===== src/pnp_pkg.sv =====
`default_nettype none

package pnp_pkg;

   // field and register widths
   localparam int SAMPLE_WIDTH = 32;
   localparam int BUFFER_DEPTH = 4096;
   localparam int PCM_W        = 16;
   localparam int AMP_W        = 15;
   localparam int MAG_W        = SAMPLE_WIDTH;
   localparam int PROD_W       = AMP_W + MAG_W;
   localparam int Q_BITS       = 16;
   localparam int QCNT_W       = $clog2(Q_BITS);
   localparam int SUB_W        = MAG_W + Q_BITS;
   localparam int CSR_IDX_W    = 1;

   localparam logic [AMP_W-1:0] AMP_RESET = AMP_W'(32760);

   // command codes
   localparam logic CMD_LOAD = 1'b0;
   localparam logic CMD_EMIT = 1'b1;

   // status codes
   localparam logic [1:0] STATUS_OK    = 2'd0;
   localparam logic [1:0] STATUS_FULL  = 2'd1;
   localparam logic [1:0] STATUS_EMPTY = 2'd2;

   // register indexes
   localparam logic [CSR_IDX_W-1:0] REG_BASELINE  = 1'd0;
   localparam logic [CSR_IDX_W-1:0] REG_AMPLITUDE = 1'd1;

   typedef struct packed {
      logic                           cmd;
      logic signed [SAMPLE_WIDTH-1:0] sample;
   } req_type;

   typedef struct packed {
      logic signed [PCM_W-1:0] pcm;
      logic [1:0]              status;
      logic                    last;
   } rsp_type;

   typedef struct packed {
      logic             ge;
      logic [SUB_W-1:0] diff;
   } sub_res_type;

endpackage

`default_nettype wire


===== src/pnp_sub.sv =====
`default_nettype none

module pnp_sub (
   input  wire logic [pnp_pkg::SUB_W-1:0] a,
   input  wire logic [pnp_pkg::SUB_W-1:0] b,
   output pnp_pkg::sub_res_type           res
);

   logic [pnp_pkg::SUB_W:0] wide;

   always_comb begin
      wide     = {1'b0, a} - {1'b0, b};
      res.ge   = ~wide[pnp_pkg::SUB_W];
      res.diff = wide[pnp_pkg::SUB_W-1:0];
   end

endmodule

`default_nettype wire


===== config.mk =====
export PLATFORM = sky130hd
export DESIGN_NAME = pnp_sub
export DESIGN_NICKNAME = d
export VERILOG_FILES = /design/src/pnp_pkg.sv /design/src/pnp_sub.sv
export SDC_FILE = /design/constraint.sdc
export NUM_CORES = 1
export LEC_CHECK = 0
export BUFFER_PORTS_ARGS = -buffer_cell sky130_fd_sc_hd__buf_2
export CAP_MARGIN = 20
export CORE_ASPECT_RATIO = 1.5
export CORE_MARGIN = 8
export CORE_UTILIZATION = 25
export DETAILED_ROUTE_END_ITERATION = 10
export SETUP_SLACK_MARGIN = 0.2
export SYNTH_ARGS = -nofsm -noshare
export SYNTH_HDL_FRONTEND = slang
export SYNTH_SLANG_ARGS = --single-unit

===== constraint.sdc =====
create_clock -name vclk -period 6.36
set_input_delay 0.318 -clock vclk [all_inputs]
set_output_delay 0.318 -clock vclk [all_outputs]
set_load 0.005 [all_outputs]

==> results of run 1 <==
## synth_stat cells (2+ instances only)
cell       count  share of area
nand4_1       10          0.021
nor2b_1        8          0.017
o21bai_1       5          0.012
a211oi_1       2         0.0050
o311a_1        3         0.0099
o2111ai_1      2         0.0058
and2_1         3         0.0062
nor3_1         7          0.012
a21oi_2        4          0.012
clkbuf_2       2         0.0033
a21o_1        23          0.057
and3_1         8          0.017
xnor2_1       26          0.075
ha_1          48           0.20
a211o_1        2         0.0058
o21a_1         9          0.022
a21oi_1       56          0.093
a311oi_1       2         0.0058
inv_1         59          0.073
nand2b_1       6          0.012
o21ai_1        3         0.0050
and4_1         2         0.0058
nor4_1         2         0.0041
a21boi_2       2         0.0075
xor2_1        13          0.038
buf_2          2         0.0033
nand3_1       14          0.023
o21ai_0       29          0.048
nand2_1       37          0.046
clkbuf_1      11          0.014
a31oi_1        6          0.012
a221oi_1       2         0.0058
nor2_1        24          0.030
o31ai_2        2         0.0083
## power by group
| part | switching, mW | internal, mW |
|---|---|---|
| Clock | 0 | 0 |
| Sequential | 0 | 0 |
| Combinational | 0.240 | 0.195 |
| Total | 0.240 | 0.195 |
## worst paths after layout
check | endpoint | slack (ps) | depth (start not counted) | startpoint
setup / recovery | res[46] | 3070 | 14 | a[0]
hold / removal | res[0] | 970 | 4 | b[0]
## tightest hold or removal path, stage by stage
cell and delay [ps]:
buf_2 80, ha_1 110, inv_1 30, buf_2 110
## cell type report
class              instances  area (µm²)  area share
well taps                153         191      0.0495
multi-input cells        383        2730       0.706
repair buffers           145         726       0.188
inverters                 59         221      0.0573
## layer usage
metal	global-route usage	wire, µm
met5	0	0
met4	0.00848	57
met3	0.0356	967
met1	0.142	4430
met2	0.256	5580
## cells by family after synthesis
family,after synthesis,synth area share
AO/OA/AOI/OAI,167,0.374
XOR/XNOR,39,0.113
buffers and inverters,75,0.0973
adder cells (fa/ha/maj),49,0.205
multiplexers,1,0.00331
AND/OR/NAND/NOR,127,0.207
==> key figures, run 1 <==
Finish
  – Fill count: 1364
  – Final Core Density: 0.325
  – Layout cells sized above 1: 0.278
  – Antenna Diode Count: 0
  – Cell Count, Final, Fillers Out: 740
  – Nets@finish: 734
  – Most common cell after layout, fill and taps aside: buf_2
  – Clock buffer cells: 0
  – Area growth from synthesis to layout: 28.0%
  – Seq cells: 0
  – Reg area: 0 µm²
  – Most frequent cells in the layout: 145 x buf_2, 59 x inv_1, 56 x a21oi_1
  – Design Area, Final: 0.00387 mm²

Die
  – Starting Density: 0.254
  – Die ar.: about 0.016 mm²
  – Die Span Y: 151 µm
  – Row count: 49
  – Core ar.: 0.0119 mm²
  – I/O pins: 145
  – Die X: 106 µm

Setup path
  – CP Launch Type: input pin
  – CP max-delay cell: fa_1
  – Family with the most delay on the worst path: compound AO/OA/AOI/OAI gates
  – Cells along the critical path: buf_2, inv_1, ha_1, fa_1, nor2b_1, o21ai_1, nand2b_2, a31oi_2, o311a_1, o21a_2, a21oi_2, nor4_1, a311oi_1, buf_2
  – Critical Path Most Common Cell: buf_2
  – Worst-path maximum fanout: 5
  – Worst setup EP type: primary output
  – Critical Path Max Stage Delay: 400 ps
  – Worst path required time: 6040 ps
  – WS Path Type: input pin to primary output
  – Arr. time, crit path: 2980 ps
  – Buf+Inv Stages, Crit Path: 3

Place
  – Placed wire-length estimate: 9780 µm
  – Dpl cell area: 0.00387 mm²
  – Count of input and output buffers: 145
  – Inst Count DP: 740
  – Pre-CTS setup slack: 3110 ps
  – Routability congestion estimate: 0.927

Routing
  – DR pass1 iterations: 4
  – Post-DRT Antenna Nets: 0
  – Post-Route WL: approximately 11000 µm
  – WL/cell: 14.9 µm
  – DRC Markers: 0
  – DR vias: 3699
  – Initial DRC count: 110
  – Detail-routed via count per cell: 5.00

STA
  – Crit path time final: about 3300 ps
  – Fmax: 304 MHz
  – Setup_tns: 0 ps
  – Final Setup Violations: 0
  – Fin Hold WS: 965 ps
  – Setup ws final: 3070 ps
  – Worst-Margin Slew: 531 ps
  – Max_slew headroom: 0.642
  – RSZ-0062 raised after global routing: false
  – Final hold violation count: 0
  – Crit share post-route: 0.518
  – Slew Limit Fails: 0

GRT
  – Largest net degree at the start of global routing: 11
  – First-pass GRT wire length: 18000 µm
  – Number of global-route vias before repair: 3836
  – Total GRT Usage: 0.131
  – Remaining Overflow, GRT: 0
  – Initial antenna violation count: 0

Synth
  – Post-Syn Area: 0.00302 mm²
  – Synth warn: 0
  – Gate Count Post-Synth: 458
  – Syn nets: 603
  – Synth cell types: 58
  – Avg Inst Size Synth: 6.60 µm²
  – Share of the yosys chip area belonging to registers: 0

Clock network
  – Hold Buf Count CTS: 0
  – Resized Gates After CTS: 0
  – Postcts setup bufs: 0

Power and ir drop
  – Pwr Density: 113 mW/mm²
  – Design Power: between 0.4 and 0.5 mW
  – Worst vdd ir: ~50 µV
  – Leakage: 2.09 nW

Run
  – Maxcap violations: 0

Hold path
  – Worst min-delay path class: input pin to primary output

Outcome
  – Status: finished clean
(Power assumes the default switching activity.)
==> inputs of run 2 (changes only) <==
==> constraint.sdc (replaced) <==
create_clock -name vclk -period 2.7
set_input_delay 0.135 -clock vclk [all_inputs]
set_output_delay 0.135 -clock vclk [all_outputs]
set_load 0.005 [all_outputs]
==> key figures, run 2 (synthesis results as in run 1) <==
Routing
  – DRC Markers: 0 (unchanged)
  – Detail-routed via count per cell: 4.93 (-1.5%)
  – DR pass1 iterations: 5 (+1)
  – Post-DRT Antenna Nets: 0 (unchanged)
  – WL/cell: 15.3 µm (+2.8%)
  – Initial DRC count: 89 (-19%)
  – Post-Route WL: 12100 µm (+9.7%)
  – DR vias: 3886 (+5.1%)

Finish
  – Reg area: 0 µm² (unchanged)
  – Clock buffer cells: 0 (unchanged)
  – Most frequent cells in the layout: 141 x buf_2, 57 x inv_1, 49 x a21oi_1
  – Nets@finish: 783 (+6.7%)
  – Seq cells: 0 (unchanged)
  – Most common cell after layout, fill and taps aside: buf_2
  – Layout cells sized above 1: 0.404 (+0.126)
  – Final Core Density: 0.392 (+0.0665)
  – Antenna Diode Count: 0 (unchanged)
  – Area growth from synthesis to layout: 54.1%

STA
  – Crit share post-route: 0.954
  – Setup ws final: 125 ps (-2940 ps)
  – Max_slew headroom: 0.483 (-0.159)
  – Worst-Margin Slew: 767 ps (+236 ps)
  – Final hold violation count: 0 (unchanged)
  – Slew Limit Fails: 0 (unchanged)
  – Setup_tns: 0 ps (unchanged)
  – Crit path time final: 2570 ps
  – Fmax: 388 MHz
  – Final Setup Violations: 0 (unchanged)
  – RSZ-0062 raised after global routing: true
  – Fin Hold WS: 604 ps (-361 ps)

Die
  – I/O pins: 145 (unchanged)
  – Die X: 106 µm (unchanged)
  – Row count: 49 (unchanged)
  – Die Span Y: 151 µm (unchanged)
  – Starting Density: 0.254 (unchanged)
  – Die ar.: 0.0159 mm² (unchanged)
  – Core ar.: 0.0119 mm² (unchanged)

GRT
  – Largest net degree at the start of global routing: 11 (unchanged)
  – Number of global-route vias before repair: 4029 (+5.0%)
  – First-pass GRT wire length: 18900 µm (+5.3%)
  – Remaining Overflow, GRT: 0 (unchanged)
  – Total GRT Usage: 0.139 (+0.00792)
  – Initial antenna violation count: 0 (unchanged)

Place
  – Count of input and output buffers: 145 (unchanged)
  – Pre-CTS setup slack: -84.0 ps (-3200 ps)
  – Routability congestion estimate: 0.910 (-1.8%)
  – Placed wire-length estimate: 10100 µm (+3.6%)

Outcome
  – Status: finished clean

Setup path
  – Worst setup EP type: primary output
  – Arr. time, crit path: 2440 ps (-540 ps)
  – WS Path Type: input pin to primary output
  – Worst path required time: 2570 ps (-3470 ps)
  – CP Launch Type: input pin
  – Worst-path maximum fanout: 5 (unchanged)

Power and ir drop
  – Design Power: 1.27 mW (+190%)
  – Pwr Density: 273 mW/mm² (+140%)
  – Leakage: 2.40 nW (+15%)
  – Worst vdd ir: 131 µV (+170%)

Hold path
  – Worst min-delay path class: input pin to primary output

Run
  – Maxcap violations: 0 (unchanged)
[run 2: cell count changes in the layout (fill, tap and decap cells not counted), sizes merged]
cell / previous run / this run
buf: 145 / 194
[run 2: metrics by stage]
step	std cells	cell area, µm²
2_1_floorplan	458	3020
3_3_place_gp	777	4140
3_5_place_dp	777	4140
4_1_cts	780	4290
5_1_grt	789	4660
6_report	789	4660
[run 2: area by class of cell]
class / count / area, µm²
inverter: 59 / 226
timing repair buffer: 194 / 1130
fill: 1293 / 7240
tap: 153 / 191
multi-input combinational: 383 / 3110
[run 2: per-layer routing]
metal	up-vias	global-route usage	wire [µm]
li1	1994	-	-
met1	1739	0.153	4940
met2	142	0.270	6180
met3	11	0.0321	833
met4	0	0.0141	140
met5	-	0	0
[run 2: final timing paths]
kind | start | endpoint | cells after the start
worst min-delay path | b[0] | res[0] | 4
worst max-delay path | a[0] | res[46] | 14
[run 2: critical path: stages]
cell and delay (ps):
buf_6 70, inv_4 30, ha_4 160, fa_2 340, nor2b_2 130, o21ai_2 80, nand2b_4 90, a31oi_4 100
o311a_1 340, o21a_4 260, a21oi_4 230, nor4_1 70, a311oi_1 230, buf_2 160
[run 2: report_power, final]
part	total, mW	internal (mW)	switching, mW	leakage [nW]
clock network	0	0	0	0
logic	1.27	0.613	0.656	2.40
registers	0	0	0	0
total	1.27	0.613	0.656	2.40
[run 2: timing repair]
action | in CTS | in global routing
endpoints found under the hold margin | 0 | 0
resized for setup | 24 | 55
pin swaps | 25 | 34
cloned | 0 | 0
buffers inserted | 3 | 9
endpoints found under the setup margin | 22 | 27
hold buffers | 0 | 0
